===== config.mk =====
export PLATFORM = sky130hd
export DESIGN_NAME = msrch_ctrl
export DESIGN_NICKNAME = d
export VERILOG_FILES = /design/src/rtl/msrch_pkg.sv /design/src/rtl/msrch_ctrl.sv
export SDC_FILE = /design/constraint.sdc
export NUM_CORES = 1
export LEC_CHECK = 0
export ABC_AREA = 1
export BUFFER_PORTS_ARGS = -buffer_cell sky130_fd_sc_hd__buf_2
export CORE_AREA = 8 8 45 47
export CTS_CLUSTER_DIAMETER = 80
export DETAILED_ROUTE_END_ITERATION = 10
export DIE_AREA = 0 0 53 55
export PLACE_DENSITY = 0.6
export SLEW_MARGIN = 20
export SYNTH_ARGS = -nofsm -noshare
export SYNTH_HDL_FRONTEND = slang
export SYNTH_SLANG_ARGS = --single-unit

===== constraint.sdc =====
create_clock -name i_clk -period 3.4 [get_ports i_clk]
set_clock_uncertainty 0.05 [all_clocks]
set_input_delay 0.85 -clock i_clk [delete_from_list [all_inputs] [get_ports i_clk]]
set_output_delay 0.85 -clock i_clk [all_outputs]
set_load 0.02 [all_outputs]

===== src/rtl/msrch_pkg.sv =====
// ----------------------------------------------------------------------------
// msrch_pkg
// Shared widths, codes and controller/datapath interface types for the
// multi-way sorted search block.
// ----------------------------------------------------------------------------
`default_nettype none

package msrch_pkg;

    localparam int ADDR_W      = 10;
    localparam int VALUE_W     = 32;
    localparam int LEN_W       = 11;
    localparam int POS_W       = 10;
    localparam int IN_TDATA_W  = 48;
    localparam int OUT_TDATA_W = 16;

    localparam int DEPTH_DEF = 1024;
    localparam int LANES_DEF = 4;

    localparam logic [LEN_W-1:0] LEN_RESET = 11'd1024;

    localparam logic ACT_LOAD   = 1'b0;
    localparam logic ACT_SEARCH = 1'b1;

    typedef struct packed {
        logic mem_we;
        logic search_init;
        logic div_start;
        logic lane_init;
        logic lane_adv;
        logic rd_first;
        logic rd_last;
        logic chk_first;
        logic chk_last;
        logic round_commit;
        logic out_load;
    } t_dp_cmd;

    typedef struct packed {
        logic win_empty;
        logic div_done;
        logic seg_empty;
        logic last_lane;
        logic key_eq;
        logic narrowed;
        logic out_busy;
    } t_dp_stat;

endpackage

`default_nettype wire


===== src/rtl/msrch_ctrl.sv =====
// ----------------------------------------------------------------------------
// msrch_ctrl
// Sequencer for loads and searches: steps rounds and lanes, issues store
// reads and hands the result to the output register.
// ----------------------------------------------------------------------------
`default_nettype none

module msrch_ctrl (
    input  wire logic                i_clk,
    input  wire logic                i_rst_n,
    input  wire logic                i_in_valid,
    input  wire logic                i_in_action,
    output logic                     o_in_ready,
    output msrch_pkg::t_dp_cmd       o_cmd,
    input  wire msrch_pkg::t_dp_stat i_stat
);

    typedef enum logic [3:0] {
        S_IDLE,
        S_WIN,
        S_DIV,
        S_ADV,
        S_SEG,
        S_FIRST,
        S_LAST,
        S_ROUND,
        S_DONE
    } t_state;

    t_state r_state, n_state;

    assign o_in_ready = r_state == S_IDLE;

    always_comb begin
        n_state = r_state;
        o_cmd   = '0;
        case (r_state)
            S_IDLE: begin
                if (i_in_valid) begin
                    if (i_in_action == msrch_pkg::ACT_SEARCH) begin
                        o_cmd.search_init = 1'b1;
                        n_state           = S_WIN;
                    end else begin
                        o_cmd.mem_we = 1'b1;
                    end
                end
            end
            S_WIN: begin
                if (i_stat.win_empty) begin
                    n_state = S_DONE;
                end else begin
                    o_cmd.div_start = 1'b1;
                    n_state         = S_DIV;
                end
            end
            S_DIV: begin
                if (i_stat.div_done) begin
                    o_cmd.lane_init = 1'b1;
                    n_state         = S_ADV;
                end
            end
            S_ADV: begin
                o_cmd.lane_adv = 1'b1;
                n_state        = S_SEG;
            end
            S_SEG: begin
                if (i_stat.seg_empty) begin
                    n_state = i_stat.last_lane ? S_ROUND : S_ADV;
                end else begin
                    o_cmd.rd_first = 1'b1;
                    n_state        = S_FIRST;
                end
            end
            S_FIRST: begin
                // The first entry arrives while the last one is being read.
                o_cmd.rd_last   = 1'b1;
                o_cmd.chk_first = 1'b1;
                n_state         = i_stat.key_eq ? S_DONE : S_LAST;
            end
            S_LAST: begin
                o_cmd.chk_last = 1'b1;
                if (i_stat.key_eq) begin
                    n_state = S_DONE;
                end else begin
                    n_state = i_stat.last_lane ? S_ROUND : S_ADV;
                end
            end
            S_ROUND: begin
                if (i_stat.narrowed) begin
                    o_cmd.round_commit = 1'b1;
                    n_state            = S_WIN;
                end else begin
                    n_state = S_DONE;
                end
            end
            S_DONE: begin
                if (!i_stat.out_busy) begin
                    o_cmd.out_load = 1'b1;
                    n_state        = S_IDLE;
                end
            end
            default: begin
                n_state = S_IDLE;
            end
        endcase
    end

    always_ff @(posedge i_clk) begin
        if (!i_rst_n) begin
            r_state <= S_IDLE;
        end else begin
            r_state <= n_state;
        end
    end

endmodule

`default_nettype wire

==> flow_summary.toml <==
[route]
drt_wl_total_mm = 1.107
firstDrtPassIters = 4
remaining_drc_errors = 0
wl_per_cell_um = 9.462
drtIter0Drc = 8
vias = 492
vias_per_cell = 4.205
postRouteAntennaNets = 0

[critical_path]
cpMaxStageDelayCell = "dfxtp_1"
worst_path_most_repeated_cell = "nor2_2"
r2r_setup_slack_ns = 2.21
crit_chain = "nor2_2, inv_1, nor2_2, nand2_1, nor2_1, buf_2"
worst-path-max-fanout = 7
crit_type = "flop to output pin"
required_ns = 2.50
arrival_ns = 1.41
worst_path_largest_cell_delay_ns = 0.36
end_kind = "output pin"
critPathLaunchType = "flop"

[cells_and_area]
top_register = "r_state"
antenna_cells = 0
drive_gt1_share_pct = 37.62
fin_nets = 114
largest_registers = "r_state (4)"
final_cell_mix = "22 x buf_2, 18 x inv_1, 14 x nand2_1, 13 x nand3_1, 10 x nor2_1"
layout.cells.non_filler = 117
largest_reg_flops = 4
final_common_cell = "buf_2"
n_fill_cell = 172
syn_to_final_growth_pct = 34.12

[pwr]
peakVddDrop_mv = 0.2180
p_leak_nw = 0.3980
total_power_mw = 0.2580
power_density_nw_per_um2 = 452.1

[timing]
drv_slew = 0
setup_tns_ns = 0
setup_slack_ns = 1.090
period_share_pct = 67.94
setup_viol = 0
fmax_mhz = 432.9
holdWs_ns = 0.7098
finalHoldViolCount = 0
fin_crit_ns = 2.310
rsz0062_at_grt = "no"
worst_pin_slew_ns = 0.2714
timing.slew.headroom_pct = 81.89

[logic_synthesis]
synth_nets = 88
netlist_area_sq_um = 425.4
yosysSeqAreaShare_pct = 18.82
yosys_warnings = 0
synthCells = 77
ys_ff_latch = 4
syn_area_per_cell_sq_um = 5.525
synth_cell_types = 16

[clock_tree]
hold_buffers = 0
post-cts-setup-buffers = 0
clkTransAtPathRegs_ns = 0.04
clock-sinks = 4
cts-root-buf = "clkbuf_4"
h-tree-depth = 1
clockBufferDepth = 2
clk_latency_ns = 0.23
cts_tree = "done"
cts_resized = 0
cts-buffers-inserted = 3

[placement]
finalWeightedCongestion = 0.7340
dp_slack_ns = 1.142
place_inst = 114
dp_hpwl_um = 959
io_buffer_count = 22

[global_route]
first_global_vias = 485
antenna_found_initial = 0
grt_max_degree = 10
grt_use_total_pct = 8.634
grt-ovfl-total = 0
grt_first_pass_wirelength_mm = 1.911

[floorplanning]
num_io_pins = 23
dieArea_sq_um = 2915
start_util_pct = 30.74
dieHeight_um = 55
core.rowCount = 14
core_sq_um = 1384
die_w_um = 53

[job]
cap_viol_max_count = 0

[run_status]
status = "finished clean"

[hold_path]
hp-class = "flop to flop"
-- synthesized netlist by cell type, drive strengths merged --
library cell / number / area [sq um]
inv: 20 / 75.07
nor2: 17 / 91.34
nand2: 16 / 65.06
nand3: 14 / 75.07
dfxtp: 4 / 80.08
a21oi: 1 / 5.000
and2: 1 / 8.760
and3: 1 / 6.260
buf: 1 / 7.510
nand4: 1 / 6.260
nor3: 1 / 5.000
-- cell families after synthesis --
group                  after synthesis  share of synthesized area, %
and+or+nand+nor                     51                         60.59
DFF                                  4                         18.82
buffers and inverters               21                         19.41
AOI/OAI and AO/OA                    1                         1.175
-- report_power, final --
group	total (mW)	leakage, nW	switching, mW	internal [mW]
registers	0.0666	0.0326	0.0121	0.0545
clock network	0.0581	0.0138	0.0187	0.0394
logic	0.133	0.352	0.0823	0.0509
total	0.258	0.398	0.113	0.145
-- path summary, 6_finish.rpt --
path	cells past startpoint	from	endpoint
hold / removal	4	r_state[3]	r_state[3]
setup reg to reg	6	r_state[0]	r_state[0]
hold reg to reg	4	r_state[3]	r_state[3]
setup / recovery	6	r_state[0]	o_cmd[10]
-- final cells by class --
| type | instances | area, sq um | area share, % |
|---|---|---|---|
| tap | 16 | 20.02 | 3.509 |
| sequential | 4 | 80.08 | 14.04 |
| inverter | 20 | 75.07 | 13.16 |
| multi-input combinational | 52 | 262.8 | 46.05 |
| timing repair buffer | 22 | 110.1 | 19.30 |
| clock buffer | 3 | 22.52 | 3.947 |
-- worst max-delay path: cells and delay by family (launching register included) --
kind	cells	cell delay (ns)
buffers and inverters	2	0.27
flip-flops	1	0.36
AND/OR/NAND/NOR	4	0.54
-- metrics by stage --
| step | instance area [sq um] | util (%) |
|---|---|---|
| 6_report | 570.5 | 41.23 |
| 5_1_grt | 570.5 | 41.23 |
| 4_1_cts | 570.5 | 41.23 |
| 3_5_place_dp | 548.0 | 39.60 |
| 3_3_place_gp | 548.0 | 39.60 |
| 2_1_floorplan | 425.4 | - |
-- metal layers --
layer	track usage [%]	vias to the layer above	wire length (um)
met2	14.84	13	523
met5	0	-	0
met3	2.406	0	101
li1	-	278	-
met1	8.815	201	483
met4	6.466	0	0
Note: power is estimated with default switching activity, not from simulation.
